==> src/hw/rtl/bfgt_ram.sv <==
// Generic simple dual-port RAM with registered read.
module bfgt_ram #(
   parameter int WIDTH = 8,
   parameter int DEPTH = 64
) (
   input  logic                     clock,
   input  logic                     wr_en,
   input  logic [$clog2(DEPTH)-1:0] wr_addr,
   input  logic [WIDTH-1:0]         wr_data,
   input  logic                     rd_en,
   input  logic [$clog2(DEPTH)-1:0] rd_addr,
   output logic [WIDTH-1:0]         rd_data
);

   logic [WIDTH-1:0] mem [DEPTH];

   always_ff @(posedge clock) begin
      if (wr_en) begin
         mem[wr_addr] <= wr_data;
      end
      if (rd_en) begin
         rd_data <= mem[rd_addr];
      end
   end

endmodule

==> config.mk <==
export PLATFORM = sky130hd
export DESIGN_NAME = bfgt_ram
export DESIGN_NICKNAME = d
export VERILOG_FILES = /design/src/hw/rtl/bfgt_ram.sv
export SDC_FILE = /design/constraint.sdc
export NUM_CORES = 1
export LEC_CHECK = 0
export BUFFER_PORTS_ARGS = -buffer_cell sky130_fd_sc_hd__buf_2
export CAP_MARGIN = 40
export CELL_PAD_IN_SITES_DETAIL_PLACEMENT = 1
export CELL_PAD_IN_SITES_GLOBAL_PLACEMENT = 2
export CORE_ASPECT_RATIO = 2
export CORE_UTILIZATION = 40
export CTS_BUF_LIST = sky130_fd_sc_hd__clkbuf_2 sky130_fd_sc_hd__clkbuf_4 sky130_fd_sc_hd__clkbuf_8
export DETAILED_ROUTE_END_ITERATION = 7
export MAX_ROUTING_LAYER = met4
export PLACE_DENSITY = 0.79
export SYNTH_ARGS = -nofsm -noshare
export SYNTH_HDL_FRONTEND = slang
export SYNTH_SLANG_ARGS = --single-unit
==> constraint.sdc <==
create_clock -name clock -period 2.32 [get_ports clock]
set_clock_uncertainty 0.2 [all_clocks]
set_input_delay 0.232 -clock clock [delete_from_list [all_inputs] [get_ports clock]]
set_output_delay 0.232 -clock clock [all_outputs]
set_load 0.005 [all_outputs]
==> results of run 1 <==
-- cell usage in the layout, fill, tap and decap left out, drive strengths merged, types with 3 or more instances in the layout --
cell         instances
o2111ai              3
mux4               126
a211oi               4
nand3               13
mux2i               23
a221oi               6
nand2               19
nand2b               7
clkinvlp             6
nor3                 7
clkinv              28
mux2                13
dlygate4sd3         12
nor2b               14
a22oi                3
o2bb2ai              3
bufinv               4
o221ai               8
o21ai                4
buf                183
edfxtp             520
o22ai                8
clkbuf              80
a21oi                3
nand3b               3
nor2                83
-- routing by layer --
metal | part of all wire, % | vias up | global-route usage, %
met1 | 34 | 5351 | 20.3
met3 | 4.1 | 124 | 3.26
met2 | 57 | 287 | 38.8
li1 | - | 4352 | -
met5 | 0 | - | -
met4 | 5.0 | 0 | 11.1
-- registers in the layout, indices dropped and copies added, names as in the netlist --
signal	count
mem	512
rd_data	8
-- synth_stat cells, drive strengths merged --
cell,n,share of area [%]
nor3,7,0.17
a211oi,4,0.15
a2111oi,2,0.087
o41ai,2,0.087
or3,1,0.031
edfxtp,520,77
mux2,13,0.72
nand4,2,0.062
nand2b,7,0.22
a221oi,6,0.26
nand2,19,0.35
clkbuf,17,0.32
o2111ai,3,0.13
nand4b,1,0.043
nor2,83,1.5
nor2b,14,0.43
nand3b,3,0.11
o32ai,2,0.087
mux4,126,14
o2bb2ai,3,0.13
a21oi,3,0.074
o311ai,1,0.043
o221ai,8,0.35
o221a,2,0.11
nand3,13,0.32
o22ai,8,0.25
mux2i,23,1.1
o21a,2,0.074
o21ai,4,0.099
a31oi,1,0.031
buf,34,1.2
a22oi,3,0.11
and2,1,0.031
nor4,2,0.062
-- power groups by stage --
stage / Combinational, mW / Clock [mW] / Sequential [mW]
finish: 1.12 / 6.74 / 10.4
global route: 1.18 / 7.23 / 10.4
CTS: 1.14 / 6.91 / 10.4
detailed placement: 1.11 / 0 / 10.6
global placement: 1.09 / 0 / 10.6
floorplan: 0.554 / 0 / 10.6
-- worst max-delay path, delay by kind of cell --
family | cells | cell delay (ns)
buffers and inverters | 4 | 1.68
AND/OR/NAND/NOR | 2 | 0.50
-- layout make-up --
cell class              count  area, sq um  share of cell area (%)
flip-flops and latches    520        15600                    65.9
repair buffers            196         1590                    6.70
clock inverters            38          290                    1.23
multi-input cells         369         4350                    18.3
well taps                 649          812                    3.43
clock buffers              79         1040                    4.38
diodes                      1         2.50                  0.0106
-- final timing paths --
| kind | startpoint | endpoint | slack [ns] | cells past startpoint |
|---|---|---|---|---|
| setup / recovery | wr_addr[2] | mem[30][2] | 0.04 | 6 |
| hold / removal | wr_addr[1] | mem[48][7] | 0.07 | 3 |
| setup reg to reg | mem[16][4] | rd_data[4] | 0.04 | 5 |
| hold reg to reg | mem[23][2] | rd_data[2] | 0.73 | 4 |
-- cell families after synthesis --
group / after synthesis / synth area share [%]
mux: 162 / 15.9
buf+inv: 51 / 1.56
flops: 520 / 77.1
compound gates: 54 / 2.06
simple gates: 153 / 3.37
-- what timing repair did --
action | 4_1_cts | 5_1_grt
hold endpoints to repair | 266 | 0
pin swaps | 1 | 0
hold buffers | 12 | 0
gates resized for setup | 5 | 1
endpoints found under the setup margin | 4 | 1
==> impl_metrics.ini, run 1 <==
[cells_and_area]
n_fill_cell = 4648
nNetsFinal = 1176
fin_area_sq_um = 23700
drive_above_1_share_pct = 35.9
final_cells = 1852
fin_util_pct = 47.3
areaGrowthSynthToFinish_pct = 17.0

[die]
start_util_pct = 40.4
fp.dieArea_sq_um = 51600
core-area_sq_um = 50100
ios = 31
rows = 116
die_h_um = 320
die_width_um = 161

[timing]
fin_hold_ws_ns = 0.0708
fin_crit_ns = 2.28
worst_slack_ns = 0.0403
drv_slew = 0
relSlewSlack_pct = 51.1
hold_viol = 0
finalSetupViolCount = 0
worstMarginPinSlew_ns = 0.733
period_share_pct = 98.3
max_freq_mhz = 439
finalSetupTns_ns = 0
rsz0062_at_grt = false

[clock_tree]
clk_latency_ns = 0.64
cts.sinks = 520
cts_setup_buffers = 0
cts_max_level = 3
cts_tree = built
cts_buffers = 66
path_clk_slew_ns = 0.07
cts_max_path_buffers = 3
clock-root-buffer = clkbuf_8

[worst_hold_path]
hold_class = in -> reg

[setup_path]
cp_common_cell = dlygate4sd3_1
cpPeakStageDelay_ns = 0.59
crit_path_start_kind = primary input
required_ns = 2.47
endpoint_kind = flop
crit_arrival_ns = 2.43
path_class = in -> reg
worstPathMaxFanout = 10
cp_cell_sequence = dlygate4sd3_1 -> buf_2 -> nand3_1 -> dlygate4sd3_1 -> nor2_1 -> buf_4
cpMaxStageDelayCell = dlygate4sd3_1

[power]
pwr-share-clk_pct = 36.8
p_seq_share_pct = 57.1
p_per_area_nw_per_um2 = 772
p_leak_nw = 7.66
p_comb_share_pct = 6.1
ir_drop_uv = 367
internal_power_mw = 14.3
fin_total_pwr_mw = 18.3
p_sw_share_pct = 21.7
switchingPower_mw = 3.97

[routing]
first_pass_iters = 4
drc_errors = 0
via_count = 10114
avgRoutedWirePerCell_um = 27.2
final_antenna_net_count = 0
vias_per_cell = 5.46
drt-initial-drc-count = 722
wirelength_mm = 50.3

[synth]
synth-seq-cells = 520
postSynthAreaPerCell_sq_um = 21.5
syn-num-nets = 963
synth_cell_type_count = 39
yosys_warnings = 0
mappedNetlistArea_sq_um = 20200
synth_seq_area_share_pct = 77.1
syn_inst = 940

[job]
drv_cap = 0

[grt]
grt_pass1_vias = 11141
antenna_found_initial = 2
track_usage_pct = 20.8
grt_max_degree = 65
grt_overflow_total = 0
grt_first_pass_wirelength_mm = 73.5

[placed_design]
dp_hpwl_mm = 35.0
place_area_sq_um = 22200
dp_slack_ns = -0.429
gp_congestion = 0.809
io_buffers = 30
dp.cells = 1722

[run_status]
status = completed
(Power assumes the default switching activity.)
==> run 2, diff against run 1 <==
- ABC_AREA: default -> 1
- CAP_MARGIN: 40 -> default
- PLACE_DENSITY: 0.79 -> 0.87
==> run 2 against run 1 <==
Compared with the run above:
- first-iteration DRC count rose by 36%
- register-to-register slack improved by 0.58 ns
- the flow now finishes with violations (DRC)
- largest power group unchanged
- clock power rose by 5.8%
- wire length rose by 24%
- cell count rose by 43%
- worst setup slack improved by 0.27 ns
- critical path depth did not move
- die area rose by 5.7%
- core utilization fell by 0.98 points
==> impl_metrics.ini, run 2 <==
[run_status]
status = finished with violations
violations = DRC

[setup_path]
cpMaxStageDelayCell = dlygate4sd3_1
cp_common_cell = dlygate4sd3_1
cpPeakStageDelay_ns = 0.58
cp_cell_sequence = dlygate4sd3_1 -> buf_2 -> inv_1 -> nor4_1 -> dlygate4sd3_1 -> buf_4
required_ns = 2.47
path_class = in -> reg
crit_cells = 6
worstPathMaxFanout = 9
reg2reg_slack_ns = 0.62
timing.rr.end = rd_data[6]
crit_path_start_kind = primary input
critPathBufInv = 5
endpoint_kind = flop
crit_arrival_ns = 2.16
worstReg2RegStart = mem[23][6]
reg2reg_depth = 8
crit_start = wr_addr[1]
crit_family = buffers and inverters

[timing]
max_freq_mhz = 497
finalSetupTns_ns = 0
fin_crit_ns = 2.01
fin_hold_ws_ns = 0.0419
drv_slew = 0
hold_viol = 0
period_share_pct = 86.7
rsz0062_at_grt = false
finalSetupViolCount = 0
worstMarginPinSlew_ns = 1.05
relSlewSlack_pct = 30.1

[power]
ir_drop_uv = 350
p_per_area_nw_per_um2 = 776
p_leak_nw = 8.92
pwr-share-clk_pct = 37.6
p_comb_share_pct = 7.3
p_seq_share_pct = 55.1
p_sw_share_pct = 23.6
switchingPower_mw = 4.47
internal_power_mw = 14.5

[synth]
synthTopCellsByCount = nand2_1 (648), edfxtp_1 (520), nand3_1 (439)
synth_compound_area_share_pct = 0
synth_top_cell_by_area = edfxtp_1
synth.most_common_cell = nand2_1
postSynthAreaPerCell_sq_um = 11.9
synth_top_area_share_pct = 72.9
async_flop_share_pct = 0
synth_mux_area_share_pct = 0
yosys_warnings = 0
synth_top_family_by_area = simple AND/OR/NAND/NOR gates
syn-num-nets = 1828
mappedNetlistArea_sq_um = 21400
synth-seq-cells = 520
synth-simple-area-share_pct = 23.1
synth-xor-area-share_pct = 0
synthFlopType = edfxtp_1
synth-edff-count = 520
synth_cell_type_count = 15
synth_seq_area_share_pct = 72.9
synth-adder-area-share_pct = 0
syn_inst = 1805
synth_top_cells_by_area = edfxtp_1 (73%), nand2_1 (11%), nand3_1 (10%), buf_6 (1.8%), nor2_1 (0.98%)

[cells_and_area]
n_fill_cell = 5670
multi_input_area_sq_um = 4950
final_common_cell = nand2_1
nNetsFinal = 1956
largest_register_ffs = 512
reg_top3 = mem: 512 flops, rd_data: 8 flops
layout_common_cells = nand2_1 (648), edfxtp_1 (520), nand3_1 (439), buf_4 (99), clkbuf_8 (76)
areaGrowthSynthToFinish_pct = 14.0
drive_above_1_share_pct = 13.2
regMostFlops = mem
register_area_sq_um = 15600
fin_util_pct = 46.3

[grt]
antenna_found_initial = 2
grt_first_pass_wirelength_mm = 94.4
track_usage_pct = 24.2
grt_max_degree = 80
grt_overflow_total = 0
grt_pass1_vias = 15601

[placed_design]
io_buffers = 30
gp_congestion = 0.890
dp_hpwl_mm = 40.5

[clock_tree]
cts_setup_buffers = 0
cts.sinks = 520
path_clk_slew_ns = 0.07
ctsHoldBuffers = 14
cts_max_path_buffers = 3
cts_tree = built
post_cts_resized = 0
cts_max_level = 3
clock-root-buffer = clkbuf_8
cts_buffers = 71
clk_latency_ns = 0.66

[die]
ios = 31
fp.dieArea_sq_um = 54500
rows = 119
start_util_pct = 40.6
die_width_um = 166
core-area_sq_um = 52700
die_h_um = 329

[routing]
drc_errors = 20
final_antenna_net_count = 0
first_pass_iters = 8
wirelength_mm = 62.3
drt-initial-drc-count = 983
vias_per_cell = 5.49
via_count = 14553
avgRoutedWirePerCell_um = 23.5

[job]
drv_cap = 0

[worst_hold_path]
min_to = mem[52][3]
hold-path-cell-count = 3
hold_class = in -> reg
hp-start = wr_addr[0]
-- run 2: cell families (layout without fill, tap and decap cells) --
logic type,Yosys count,count (layout)
AND/OR/NAND/NOR,1160,1160
other,0,3
buffers and inverters,125,305
flip-flops,520,520
-- run 2: through the flow --
step / cell area (sq um) / power [mW] / instances / setup slack, ns
detailed placement: 22900 / 12.0 / 2511 / 0.132
CTS: 24400 / 19.1 / 2650 / 0.348
finish: 24400 / 19.0 / 2653 / 0.308
floorplan: 21400 / 11.4 / 1805 / 0.122
global route: 24400 / 19.5 / 2652 / 0.237
global placement: 22900 / 12.0 / 2511 / 0.150
-- run 2: area by class of cell --
class | count | share of cell area, %
clock buffers | 90 | 4.69
repair buffers | 168 | 6.38
multi-input cells | 1160 | 20.3
well taps | 665 | 3.41
inverters | 12 | 0.215
flip-flops and latches | 520 | 63.9
clock inverters | 35 | 1.08
diodes | 3 | 0.0307
-- run 2: routing by layer --
layer	GRT usage [%]	wire [um]	part of all wire, %	up-vias
met3	2.73	2540	4.1	150
met1	24.0	21700	35	7418
li1	-	-	-	6611
met5	-	0	0	-
met2	45.9	35000	56	374
met4	12.8	3110	5.0	0
-- run 2: worst max path at each step --
stage / end / slack [ns]
after floorplan: mem[48][0] / 0.12
after global placement: rd_data[0] / 0.15
after detailed placement: rd_data[0] / 0.13
after CTS: mem[50][1] / 0.35
after global routing: mem[50][1] / 0.24
final: mem[50][1] / 0.31
-- run 2: power groups by stage --
stage	registers [mW]	clock network (mW)	logic, mW
6_report	10.4	7.13	1.38
2_1_floorplan	10.6	0	0.731
4_1_cts	10.4	7.27	1.39
3_3_place_gp	10.6	0	1.33
5_1_grt	10.4	7.59	1.48
3_5_place_dp	10.6	0	1.37
-- run 2: worst register-to-register path: stages (launching register included) --
cell and delay (ns):
edfxtp_1 0.36, nand2_1 0.08, nand3_1 0.10, nand3_1 0.11
nand2_1 0.14, nand2_1 0.10, nand3_1 0.18, nand3_1 0.15
nand2_1 0.05
==> run 3, diff against run 2 <==
- CELL_PAD_IN_SITES_GLOBAL_PLACEMENT: 2 -> 1
- PLACE_DENSITY: 0.87 -> 0.78
==> run 3 against run 2 <==
Compared with the run above:
- core utilization decreased by 0.23 points
- register-to-register slack got worse by 0.44 ns
- wire length increased by 2.5%
- the run still ends with DRC left
- highest routed layer unchanged
- total power increased by 0.42%
- critical path type unchanged
- worst setup slack got worse by 0.22 ns
- critical path depth increased by 1
- sequential share of layout area increased by 0.32 points
- final area decreased by 0.50%
==> impl_metrics.ini, run 3 (same netlist as run 2, synthesis figures left out) <==
[worst_hold_path]
min_to = mem[34][0]
hold-path-cell-count = 4
hold_class = in -> reg
hp-start = wr_addr[5]

[run_status]
violations = DRC
status = finished with violations

[setup_path]
endpoint_kind = flop
reg2reg_depth = 9
cpPeakStageDelay_ns = 0.61
crit_path_start_kind = primary input
cpMaxStageDelayCell = dlygate4sd3_1
critPathBufInv = 5
path_class = in -> reg
crit_arrival_ns = 2.39
cp_common_cell = dlygate4sd3_1
crit_family = buffers and inverters
reg2reg_slack_ns = 0.18
worstPathMaxFanout = 9
cp_cell_sequence = dlygate4sd3_1 -> buf_2 -> inv_1 -> nand4_1 -> dlygate4sd3_1 -> nor2_2 -> buf_4
required_ns = 2.48
timing.rr.end = rd_data[3]
worstReg2RegStart = mem[55][3]

[routing]
via_count = 14787
wirelength_mm = 63.9
vias_per_cell = 5.58
drt-initial-drc-count = 1210
first_pass_iters = 7
avgRoutedWirePerCell_um = 24.1
final_antenna_net_count = 0
drc_errors = 4

[job]
drv_cap = 0

[die]
die_h_um = 329
die_width_um = 166
core-area_sq_um = 52700
ios = 31
fp.dieArea_sq_um = 54500
rows = 119
start_util_pct = 40.6

[timing]
fin_crit_ns = 2.23
finalSetupViolCount = 0
hold_viol = 0
drv_slew = 0
finalSetupTns_ns = 0
worstMarginPinSlew_ns = 1.28
max_freq_mhz = 448
period_share_pct = 96.2
rsz0062_at_grt = false
relSlewSlack_pct = 14.5

[placed_design]
io_buffers = 30
place_area_sq_um = 22700
dp_hpwl_mm = 41.3
gp_congestion = 0.896

[power]
p_sw_share_pct = 23.5
pwr-share-clk_pct = 38.0
p_seq_share_pct = 54.9
p_leak_nw = 8.86
switchingPower_mw = 4.47
ir_drop_uv = 581
p_comb_share_pct = 7.1
p_per_area_nw_per_um2 = 783
internal_power_mw = 14.6

[clock_tree]
cts.sinks = 520
path_clk_slew_ns = 0.07
cts_tree = built
cts_buffers = 70
cts_max_path_buffers = 3
cts_max_level = 3
clock-root-buffer = clkbuf_8
clk_latency_ns = 0.65

[cells_and_area]
regMostFlops = mem
areaGrowthSynthToFinish_pct = 13.4
reg_top3 = mem: 512 flops, rd_data: 8 flops
nNetsFinal = 1954
layout_common_cells = nand2_1 (648), edfxtp_1 (520), nand3_1 (438), buf_4 (108), clkbuf_8 (71)
register_area_sq_um = 15600
largest_register_ffs = 512
drive_above_1_share_pct = 13.3
final_common_cell = nand2_1
fin_area_sq_um = 24300
n_fill_cell = 5708
multi_input_area_sq_um = 4950

[grt]
grt_first_pass_wirelength_mm = 95.6
antenna_found_initial = 2
grt_pass1_vias = 15963
grt_overflow_total = 0
grt_max_degree = 67
track_usage_pct = 24.5
[run 3: repair_timing]
| action | 4_1_cts | 5_1_grt |
|---|---|---|
| gates resized for setup | 0 | 2 |
| endpoints found under the hold margin | 186 | 0 |
| endpoints found under the setup margin | 0 | 14 |
| hold buffers | 15 | 0 |
| buffers inserted | 0 | 1 |
[run 3: cell type report]
type / instances / area share (%)
Sequential cell: 520 / 64.3
Clock inverter: 38 / 1.39
Inverter: 12 / 0.216
Tap cell: 665 / 3.42
Multi-Input combinational cell: 1160 / 20.4
Timing Repair Buffer: 167 / 5.81
Antenna cell: 2 / 0.0206
Clock buffer: 86 / 4.49
[run 3: worst max path at each step]
stage	slack, ns	end	start	cells past startpoint
after floorplan	0.12	mem[48][0]	wr_en	3
after global placement	0.24	rd_data[5]	rd_addr[0]	11
after detailed placement	0.18	rd_data[6]	rd_addr[0]	11
after CTS	0.03	mem[61][7]	wr_addr[1]	7
after global routing	0.003	mem[61][7]	wr_addr[1]	7
final	0.09	mem[61][7]	wr_addr[1]	7
[run 3: metal layers]
layer / track usage [%] / vias up / part of all wire [%] / wire [um]
met5: - / - / 0 / 0
met1: 24.6 / 7464 / 35 / 22300
li1: - / 6602 / - / -
met2: 43.4 / 512 / 53 / 33700
met4: 18.6 / 0 / 7.7 / 4930
met3: 3.29 / 209 / 4.7 / 2980
[run 3: metrics by stage]
step	setup slack (ns)	hold slack [ns]	utilization [%]	power [mW]	instances
3_3_place_gp	0.236	0.399	43.1	11.9	2508
2_1_floorplan	0.122	0.131	-	11.4	1805
4_1_cts	0.0279	0.0512	46.1	19.2	2647
6_report	0.0887	0.0990	46.1	19.0	2650
5_1_grt	0.00349	0.0928	46.1	19.6	2650
3_5_place_dp	0.184	0.403	43.1	12.0	2508
[run 3: power groups by stage]
stage	registers (mW)	clock network (mW)	logic [mW]
after floorplan	10.6	0	0.731
after global placement	10.6	0	1.26
after detailed placement	10.6	0	1.31
after CTS	10.4	7.37	1.34
after global routing	10.4	7.67	1.44
final	10.4	7.24	1.35
[run 3: worst reg2reg max path, stage by stage (launching register included)]
cell and delay, ns:
edfxtp_1 0.37, nand2_1 0.07, nand3_1 0.11, nand3_1 0.20, nand2_1 0.13, nand2_1 0.08
nand3_1 0.08, nand3_1 0.08, dlygate4sd3_1 0.54, nand2_1 0.05
