===== config.mk =====
export PLATFORM = sky130hd
export DESIGN_NAME = bfgt_pick
export DESIGN_NICKNAME = d
export VERILOG_FILES = /design/src/hw/rtl/bfgt_pkg.sv /design/src/hw/rtl/bfgt_pick.sv
export SDC_FILE = /design/constraint.sdc
export NUM_CORES = 1
export LEC_CHECK = 0
export BUFFER_PORTS_ARGS = -buffer_cell sky130_fd_sc_hd__buf_2
export CAP_MARGIN = 20
export CORE_ASPECT_RATIO = 0.9
export CORE_MARGIN = 2
export CORE_UTILIZATION = 30
export CTS_CLUSTER_SIZE = 16
export DETAILED_ROUTE_END_ITERATION = 10
export PLACE_DENSITY = 0.5
export REMOVE_ABC_BUFFERS = 1
export SLEW_MARGIN = 20
export SYNTH_ARGS = -nofsm -noshare
export SYNTH_HDL_FRONTEND = slang
export SYNTH_SLANG_ARGS = --single-unit

===== constraint.sdc =====
create_clock -name clock -period 3.7 [get_ports clock]
set_input_delay 0.37 -clock clock [delete_from_list [all_inputs] [get_ports clock]]
set_output_delay 0.37 -clock clock [all_outputs]
set_load 0.1 [all_outputs]

===== src/hw/rtl/bfgt_pkg.sv =====
// Shared constants, operation codes and control types of the breadth-first traversal block.
package bfgt_pkg;

   localparam int MAX_NODES = 64;
   localparam int ROW_W     = MAX_NODES;
   localparam int ADDR_W    = $clog2(MAX_NODES);
   localparam int PTR_W     = ADDR_W + 1;
   localparam int NODE_W    = 6;
   localparam int CNT_W     = 7;

   localparam logic [CNT_W-1:0] NODE_COUNT_RESET = 7'd64;

   typedef enum logic [1:0] {
      OP_ADD_EDGE = 2'd0,
      OP_TRAVERSE = 2'd1,
      OP_CLEAR    = 2'd2
   } op_type;

   typedef struct packed {
      logic load;
      logic step;
   } pick_ctrl_type;

endpackage


===== src/hw/rtl/bfgt_pick.sv =====
// Candidate neighbour register with lowest-index selection, one node per step.
module bfgt_pick import bfgt_pkg::*; (
   input  logic              clock,
   input  pick_ctrl_type     ctrl,
   input  logic [ROW_W-1:0]  load_mask,
   output logic              any,
   output logic [ADDR_W-1:0] idx
);

   logic [ROW_W-1:0] cand_ff;
   logic [ROW_W-1:0] cand_in;
   logic [ROW_W-1:0] lowbit;

   assign lowbit = cand_ff & (~cand_ff + ROW_W'(1));
   assign any    = |cand_ff;

   always_comb begin
      idx = '0;
      for (int i = 0; i < ROW_W; i++) begin
         if (lowbit[i]) begin
            idx = idx | ADDR_W'(i);
         end
      end
   end

   always_comb begin
      cand_in = cand_ff;
      if (ctrl.load) begin
         cand_in = load_mask;
      end else if (ctrl.step) begin
         cand_in = cand_ff & ~lowbit;
      end
   end

   always_ff @(posedge clock) begin
      cand_ff <= cand_in;
   end

endmodule


==> run metrics, run 1 <==
Clock transition at path regs 0.06 ns; Arr. time, crit path 3.30 ns; overall power 2.301 mW; worst skew pair latency 0.35 ns; DR WL/cell 20.05 um; Critical Path Start Type register; DR vias/cell around 5.4; Buffers & Inverters on Critical Path 2; endpoints failing hold 0; Clock power frac 39.9%; delay-heaviest family, CP simple AND/OR/NAND/NOR gates; vias 4407; pwr dens ~400 nW/um^2; IO Pins 74; Sw Ratio 29.30%; first-pass GRT wire length 25290 um; CP endpoint kind primary output; leading cell type in the layout, fill and taps excluded nand2_1; TritonCTS clock tree built; CORE AREA ~15000 sq um; leakage power 2.176 nW; clk sinks 64; Longest Clk Path Bufs 2; Root Buffer clkbuf_16; Post-Route Skew 0.007556 ns; status completed; cell count along the critical path 9; Synth Instances 522; FP Rows 42; Worst R2R End cand_ff[57]$_DFFE_PP_; Crit Path Max Fanout 8; first-pass iteration count of the detailed router 5; most frequent cells in the layout nand2_1, buf_2, o21ai_0, edfxtp_1, buf_4; setup repair after global routing missed its margin yes; # hold bufs at CTS 0; full die area 16150 sq um; layout cells sized above 1 between 20% and 30%; buffers added on ports 73; required time worst endpoint about 3.3 ns; syn_area_per_cell a little under 9 sq um; final-stage net count between 600 and 700; min Tclk post-route 3.668 ns; fin util 38.84%; Max Cap Viol 0; ranking of synthesized cells by area edfxtp_1, nand2_1, o21ai_0; # DRC 0; Post-synth EDFFs 64; Routed Antenna Nets 0; Initial Utilization 30.78%; grt ovf 0; Synth Cell Area 4546 sq um; drt initial violations ~390; Setup TNS 0 ns; Min Hold Slack approximately 0.3 ns; setup ws final 0.03198 ns; post-route clock period utilization ~100%; internal power 1.627 mW; flops & latches, synth 64; Worst path max stage delay 0.53 ns; area fraction of the dominant cell type after synthesis 42.28%; largest net degree at the start of global routing 71; critical path startpoint cand_ff[8]$_DFFE_PP_; fmax 272.6 MHz; Final Non-Filler Cells ~810; worst slack, placed 0.3172 ns; Worst VDD drop 0.2784 mV; DP HPWL 12460 um; antenna violations before repair 0; critical path class reg -> out; R2R Path Start cand_ff[8]$_DFFE_PP_; placed cell count 789; H-tree levels 3; Synth async-reset ratio 0%; CTS Buf Count 9; type of the most critical hold path in -> reg; Netlist cell types 62; sequential fraction of the synthesis area 42.28%; R2R cell count 7; Slew @ Worst Pin ~0.77 ns; normalized max-slew margin 48.83%; Comb pwr share 16.0%; area leader, netlist edfxtp_1; Synth Warn # 0; post-place instance area 5314 sq um; RePlAce Congestion 0.9467; Pins Over Slew Limit 0; Design Area, Final 5736 sq um; # setup viols final 0; global-route usage over all layers slightly above 20%; Layout area overhead 26.18%; max reg flops 64; Largest Register cand_ff; biggest regs cand_ff: 64 flops; dominant synthesized flop cell edfxtp_1; vias in the first global route 4316; register share of total power 44.1%; r2r setup slk 0.83 ns; routed wire length between 15000 and 20000 um; die span in y 120.8 um; die width approximately 130 um; slowest stage cell, crit path nor3_1; fillcell total 1521; CP endpoint idx[0]; P_sw 674.1 uW; crit-path cells nor3_1, and4_4, nand3_2, buf_4, or4_1, o311ai_2, nor2_1, nand4bb_1, buf_12; ANT cells 0
## cell type report
cell class,instances,area [sq um],share of cell area (%)
inverter,17,63.81,1.113
sequential,64,1922,33.51
timing repair buffer,100,673.1,11.74
tap,198,247.7,4.319
multi-input combinational,416,2517,43.89
clock inverter,7,86.33,1.505
clock buffer,9,225.2,3.927
## worst min path at each step
stage,cells after the start,start,endpoint,slack [ns]
after global routing,3,load_mask[48],cand_ff[48]$_DFFE_PP_,0.31
after CTS,3,load_mask[5],cand_ff[5]$_DFFE_PP_,0.29
after floorplan,2,ctrl[1],cand_ff[21]$_DFFE_PP_,0.54
after global placement,2,cand_ff[32]$_DFFE_PP_,cand_ff[32]$_DFFE_PP_,0.64
final,3,load_mask[7],cand_ff[7]$_DFFE_PP_,0.30
after detailed placement,2,cand_ff[62]$_DFFE_PP_,cand_ff[62]$_DFFE_PP_,0.64
## worst min-delay path: stages
cell     delay [ns]
buf_2          0.07
nand2_1        0.04
o21ai_0        0.05
## repair_timing
action                                  in CTS  in global routing
endpoints found under the setup margin       5                  6
pin swaps                                    1                  5
gates resized for setup                      2                 13
buffers inserted                             0                  6
## cells in the mapped netlist (6+ instances only)
library cell    n
clkbuf_1       17
or4_1           9
and3_1          8
nand2b_1       11
nand4_1        15
nor4_4          6
or3_1          10
nor3_1         22
o21ai_0        64
edfxtp_1       64
nor4_1         17
nor2_1         27
inv_1          17
nand3_1        14
o31ai_1        18
nand2_1       114
## per-layer routing
| layer | GRT usage [%] | wire [um] | vias to the layer above |
|---|---|---|---|
| met4 | 5.319 | 164 | 0 |
| li1 | - | - | 2171 |
| met5 | 0 | 0 | - |
| met3 | 3.941 | 627 | 14 |
| met1 | 28.48 | 7833 | 2094 |
| met2 | 33.24 | 7637 | 128 |
## cells by family after synthesis
logic type             count (synthesis)  share of synthesized area (%)
AND/OR/NAND/NOR                      288                          35.73
AO/OA/AOI/OAI                        127                          17.97
flip-flops                            64                          42.28
buffers and inverters                 42                          3.771
multiplexers                           1                         0.2477
## power by group through the flow
stage | clock [mW] | sequential [mW] | combinational [mW]
finish | 0.918 | 1.02 | 0.367
global route | 0.962 | 1.03 | 0.404
CTS | 0.930 | 1.01 | 0.355
detailed placement | 0 | 1.03 | 0.354
global placement | 0 | 1.02 | 0.352
floorplan | 0 | 0.988 | 0.203
Power figures use the tool's default switching activity.
==> inputs of run 2 (changes only) <==
--- a/config.mk
+++ b/config.mk
@@ -9,10 +9,10 @@
 export CAP_MARGIN = 20
 export CORE_ASPECT_RATIO = 0.9
 export CORE_MARGIN = 2
-export CORE_UTILIZATION = 30
+export CORE_UTILIZATION = 36
 export CTS_CLUSTER_SIZE = 16
 export DETAILED_ROUTE_END_ITERATION = 10
-export PLACE_DENSITY = 0.5
+export PLACE_DENSITY = 0.57
 export REMOVE_ABC_BUFFERS = 1
 export SLEW_MARGIN = 20
 export SYNTH_ARGS = -nofsm -noshare
==> run 2 against run 1 <==
  * Design area is essentially flat
  * Sequential cell count is the same
  * Total power shrank 0.61%
  * Critical path type unchanged
  * Via count grew 1.6%
  * Critical endpoint is now idx[3]
  * First-iteration DRC count shrank 16%
  * Combinational power is essentially flat
  * Utilization grew 8.3 points
  * Worst hold slack gained 0.0026 ns
  * Final cell count shrank 4.1%
  * Die area shrank 16%
  * Clock power shrank 0.4%
  * Critical path depth shrank 2
==> run metrics, run 2 (synthesized netlist as in run 1, its figures left out) <==
H-tree levels 3 (unchanged); IO Pins 74 (unchanged); P_sw 655.5 uW (-2.8%); Multi-input gate area 2529 sq um (+0.45%); Final Non-Filler Cells 778 (-4.1%); placed cell count 752 (-4.7%); setup ws final 0.1292 ns (+0.09717 ns); die span in y 110.6 um (-8.4%); internal power 1.631 mW (+0.27%); DR vias/cell 5.754 (+5.9%); Design Area, Final 5733 sq um (about the same); Critical Path Start Type register; min Tclk post-route 3.571 ns (-0.09717 ns); final-stage net count 680 (+0.74%); Root Buffer clkbuf_16; biggest regs cand_ff: 64 flops; first-pass GRT wire length 24120 um (-4.6%); register share of total power 43.9% (-0.2 points); type of the most critical hold path in -> reg; first-pass iteration count of the detailed router 5 (unchanged); status completed; Comb pwr share 16.1% (about the same); CP most frequent cell or4_1; DRT met1 WL 6886 um (-12%); full die area 13540 sq um (-16%); overall power 2.287 mW (-0.61%); required time worst endpoint 3.33 ns (about the same); vias 4477 (+1.6%); clk sinks 64 (unchanged); global-route usage over all layers 23.17% (+2.5 points); max reg flops 64 (unchanged); fmax 280.0 MHz (+2.7%); Clock transition at path regs 0.06 ns (about the same); largest net degree at the start of global routing 68 (-4.2%); routed wire length 15060 um (-7.4%); endpoints failing hold 0 (unchanged); post-route clock period utilization 96.51% (-2.6 points); Crit Path Max Fanout 5 (-3); CTS Buf Count 9 (unchanged); Max Cap Viol 0 (unchanged); most frequent cells in the layout nand2_1, buf_2, o21ai_0, edfxtp_1, buf_4; pwr dens 398.8 nW/um^2 (-0.57%); Slew @ Worst Pin 0.8736 ns (+0.1061 ns); leading cell type in the layout, fill and taps excluded nand2_1; vias in the first global route 4469 (+3.5%); Initial Utilization 37.35% (+6.6 points); Worst path max stage delay 0.61 ns (+0.08 ns); Post-Route Skew 0.006585 ns (-0.0009713 ns); Layout area overhead 26.12% (about the same); Routed Antenna Nets 0 (unchanged); critical path class reg -> out; # setup viols final 0 (unchanged); fillcell total 1234 (-19%); die width 122.4 um (-8.5%); Largest Register cand_ff; crit-path cells or4_1, or4_1, or3_1, o22a_1, and3_1, nand4_1, buf_12; FP Rows 38 (-9.5%); DR WL/cell 19.36 um (-3.5%); Pins Over Slew Limit 0 (unchanged); met3 WL 751 um (+20%); Longest Clk Path Bufs 2 (unchanged); Setup TNS 0 ns (unchanged); TritonCTS clock tree built; buffers added on ports 73 (unchanged); Buffers & Inverters on Critical Path 1 (-1); delay-heaviest family, CP simple AND/OR/NAND/NOR gates; RePlAce Congestion 0.9154 (-3.3%); CP endpoint kind primary output; layout cells sized above 1 24.60% (+0.45 points); Worst VDD drop 0.2530 mV (-9.1%); leakage power 2.211 nW (+1.6%); DP HPWL 11490 um (-7.8%); worst skew pair latency 0.35 ns (about the same); uppermost layer routed met4; drt initial violations 325 (-16%); normalized max-slew margin 41.76% (-7.1 points); worst slack, placed 0.2775 ns (-0.03976 ns); routed wl met2 6987 um (-8.5%); Sw Ratio 28.67% (-0.63 points); Arr. time, crit path 3.20 ns (-0.10 ns); FF/Latch Area 1922 sq um (unchanged); slowest stage cell, crit path or4_1; ANT cells 0 (unchanged); antenna violations before repair 0 (unchanged); post-place instance area 5261 sq um (-0.99%); grt ovf 0 (unchanged); Clock power frac 40.0% (about the same); # DRC 0 (unchanged); CORE AREA 12170 sq um (-18%)
run 2: changes by cell type in the layout (fill, tap and decap cells not counted), moves of 2 or more:
cell      delta
or3_4        +2
clkinv_2     -2
buf_4        +4
or3_1        -2
buf_6        +2
run 2: power by group through the flow:
stage	sequential [mW]	combinational [mW]	clock [mW]
after detailed placement	1.01	0.354	0
after global placement	1.01	0.350	0
final	1.00	0.369	0.914
after global routing	1.02	0.410	0.963
after CTS	1.00	0.356	0.931
after floorplan	0.988	0.203	0
run 2: what timing repair did:
item | in CTS | in global routing
pin swaps | 0 | 11
hold buffers | 0 | 0
endpoints found under the hold margin | 0 | 0
endpoints found under the setup margin | 2 | 6
buffers inserted | 0 | 10
gates resized for setup | 1 | 17
run 2: final cells by class:
cell class / count / share of cell area [%]
Clock inverter: 6 / 1.462
Tap cell: 160 / 3.492
Clock buffer: 10 / 3.994
Timing Repair Buffer: 105 / 12.31
Multi-Input combinational cell: 416 / 44.11
Sequential cell: 64 / 33.52
Inverter: 17 / 1.113
run 2: through the flow:
stage | hold slack (ns) | utilization, %
finish | 0.2995 | 47.10
global placement | 0.6414 | 43.23
floorplan | 0.5444 | -
CTS | 0.2911 | 45.85
detailed placement | 0.6525 | 43.23
global route | 0.3062 | 47.10
run 2: path summary, 6_finish.rpt:
kind	start	endpoint	slack, ns	cells past startpoint
setup reg to reg	cand_ff[1]$_DFFE_PP_	cand_ff[56]$_DFFE_PP_	1.00	7
hold reg to reg	cand_ff[32]$_DFFE_PP_	cand_ff[32]$_DFFE_PP_	0.67	2
hold / removal	load_mask[5]	cand_ff[5]$_DFFE_PP_	0.30	3
setup / recovery	cand_ff[57]$_DFFE_PP_	idx[3]	0.13	7
run 2: metal layers:
metal / vias to the layer above / global-route usage, %
li1: 2181 / -
met4: 0 / 8.046
met5: - / 0
met3: 25 / 6.198
met1: 2130 / 30.89
met2: 141 / 36.04
run 2: worst min-delay path: cells and delay by family:
kind | cells | cell delay, ns
AO/OA/AOI/OAI | 1 | 0.05
AND/OR/NAND/NOR | 1 | 0.04
buffers and inverters | 1 | 0.07
==> inputs of run 3 (changes only) <==
--- a/config.mk
+++ b/config.mk
@@ -5,7 +5,7 @@
 export SDC_FILE = /design/constraint.sdc
 export NUM_CORES = 1
 export LEC_CHECK = 0
-export BUFFER_PORTS_ARGS = -buffer_cell sky130_fd_sc_hd__buf_2
+export BUFFER_PORTS_ARGS = -buffer_cell sky130_fd_sc_hd__clkbuf_2
 export CAP_MARGIN = 20
 export CORE_ASPECT_RATIO = 0.9
 export CORE_MARGIN = 2
@@ -18,3 +18,4 @@
 export SYNTH_ARGS = -nofsm -noshare
 export SYNTH_HDL_FRONTEND = slang
 export SYNTH_SLANG_ARGS = --single-unit
+export TNS_END_PERCENT = 20
==> run 3 against run 2 <==
  * Final cell count fell by 0.39%
  * Clock power fell by 9.5%
  * Largest power group unchanged
  * Critical endpoint is now idx[5]
  * Die area did not move
  * Total power fell by 3.5%
  * Highest routed layer unchanged
  * Worst hold slack worse by 0.011 ns
==> run metrics, run 3 (synthesized netlist as in run 1, its figures left out) <==
status completed; Initial Utilization 37.35% (unchanged); # setup viols final 0 (unchanged); r2r setup slk 1.04 ns (+0.04 ns); fmax 279.0 MHz (-0.38%); normalized max-slew margin 46.63% (+4.9 points); type of the most critical hold path in -> reg; min Tclk post-route 3.585 ns (+0.01366 ns); post-route clock period utilization 96.88% (+0.37 points); crit-path cells nor4_4, nand4_4, or4_1, or4_1, o221ai_1, nor3_1, nand4_1, buf_12; routed wire length 15270 um (+1.4%); required time worst endpoint 3.33 ns (about the same); vias in the first global route 4451 (-0.40%); Root Buffer clkbuf_16; Worst path max stage delay 0.57 ns (-0.04 ns); FP Rows 38 (unchanged); buffers added on ports 73 (unchanged); Max Cap Viol 0 (unchanged); setup ws final 0.1155 ns (-0.01366 ns); die span in y 110.6 um (unchanged); full die area 13540 sq um (unchanged); critical path startpoint cand_ff[17]$_DFFE_PP_; leakage power 2.183 nW (-1.3%); Pins Over Slew Limit 0 (unchanged); Arr. time, crit path 3.21 ns (about the same); first-pass iteration count of the detailed router 5 (unchanged); pwr dens 391.3 nW/um^2 (-1.9%); final-stage net count 677 (-0.44%); endpoints failing hold 0 (unchanged); # hold bufs at CTS 0 (unchanged); R2R Path Start cand_ff[35]$_DFFE_PP_; global-route usage over all layers 22.98% (-0.19 points); Routed Antenna Nets 0 (unchanged); Worst R2R End cand_ff[51]$_DFFE_PP_; Crit Path Max Fanout 6 (+1); drt initial violations 358 (+10%); layout cells sized above 1 23.09% (-1.5 points); CP endpoint idx[5]; IO Pins 74 (unchanged); Worst VDD drop 0.2178 mV (-14%); slowest stage cell, crit path or4_1; CTS Buf Count 9 (unchanged); DR vias/cell 5.765 (+0.19%); critical path class reg -> out; R2R cell count 6 (-1); Clock transition at path regs 0.05 ns (about the same); leading cell type in the layout, fill and taps excluded nand2_1; clk sinks 64 (unchanged); largest net degree at the start of global routing 76 (+12%); max reg flops 64 (unchanged); Setup TNS 0 ns (unchanged); DR WL/cell 19.70 um (+1.8%); CP most frequent cell or4_1; TritonCTS clock tree built; Longest Clk Path Bufs 2 (unchanged); grt ovf 0 (unchanged); biggest regs cand_ff: 64 flops; # DRC 0 (unchanged); antenna violations before repair 0 (unchanged); Slew @ Worst Pin 0.8006 ns (-0.07302 ns); Buffers & Inverters on Critical Path 1 (unchanged); Largest Register cand_ff; DP HPWL 11610 um (+1.0%); worst slack, placed 0.3306 ns (+0.05310 ns); most frequent cells in the layout nand2_1, clkbuf_2, o21ai_0, edfxtp_1, buf_4; Critical Path Start Type register; ANT cells 0 (unchanged); CORE AREA 12170 sq um (unchanged); RePlAce Congestion 0.9497 (+3.7%); CP endpoint kind primary output; H-tree levels 3 (unchanged); Layout area overhead 24.00%; die width 122.4 um (unchanged); cell count along the critical path 8 (+1); delay-heaviest family, CP simple AND/OR/NAND/NOR gates; vias 4468 (-0.20%); setup repair after global routing missed its margin no; worst skew pair latency 0.35 ns (about the same); first-pass GRT wire length 23980 um (-0.57%); Post-Route Skew 0.007470 ns (+0.0008846 ns)
==> run 3: cell type report <==
cell class                 instances  area, sq um
clock inverter                     5        47.55
multi-input combinational        416         2495
fill                            1236         6535
clock buffer                      11        232.7
inverter                          17        63.81
sequential                        64         1922
timing repair buffer             102        675.6
tap                              160        200.2
==> run 3: power by group <==
part / switching [mW] / total [mW] / internal [mW]
clock network: 0.313 / 0.827 / 0.514
logic: 0.217 / 0.367 / 0.150
registers: 0.116 / 1.01 / 0.895
total: 0.646 / 2.21 / 1.56
==> run 3: stage by stage <==
step                      instance area [sq um]  cells  power [mW]  hold WS [ns]  util, %
final                                      5637    775       2.206        0.2885    46.31
after global routing                       5637    775       2.297        0.3166    46.31
after CTS                                  5548    768       2.201        0.2864    45.58
after detailed placement                   5254    751       1.370        0.6427    43.16
after global placement                     5254    751       1.363        0.6399    43.16
after floorplan                            4438    497       1.191        0.5444        -
==> run 3: worst min-delay path by stage <==
stage                             start                     to  slack [ns]  depth (start not counted)
after detailed placement  load_mask[21]  cand_ff[21]$_DFFE_PP_        0.64                          3
after global placement    load_mask[21]  cand_ff[21]$_DFFE_PP_        0.64                          3
final                     load_mask[21]  cand_ff[21]$_DFFE_PP_        0.29                          3
after CTS                 load_mask[21]  cand_ff[21]$_DFFE_PP_        0.29                          3
after global routing      load_mask[21]  cand_ff[21]$_DFFE_PP_        0.32                          3
after floorplan                 ctrl[1]  cand_ff[21]$_DFFE_PP_        0.54                          2
==> run 3: worst register-to-register path, delay by kind of cell, from the launching register on <==
family | cells | cell delay, ns
AND/OR/NAND/NOR | 5 | 1.82
flip-flops | 1 | 0.45
AO/OA/AOI/OAI | 1 | 0.12
==> run 3: repair_timing <==
item                                    4_1_cts  5_1_grt
resized for setup                             1        7
pin swaps                                     1        3
endpoints found under the setup margin        6        7
setup buffers                                 1        7
==> run 3: layer usage <==
layer	up-vias	track usage (%)	wire, um
met1	2101	31.74	6961
li1	2169	-	-
met2	162	35.78	7024
met3	36	4.287	838
met4	0	8.046	444
met5	-	0	0
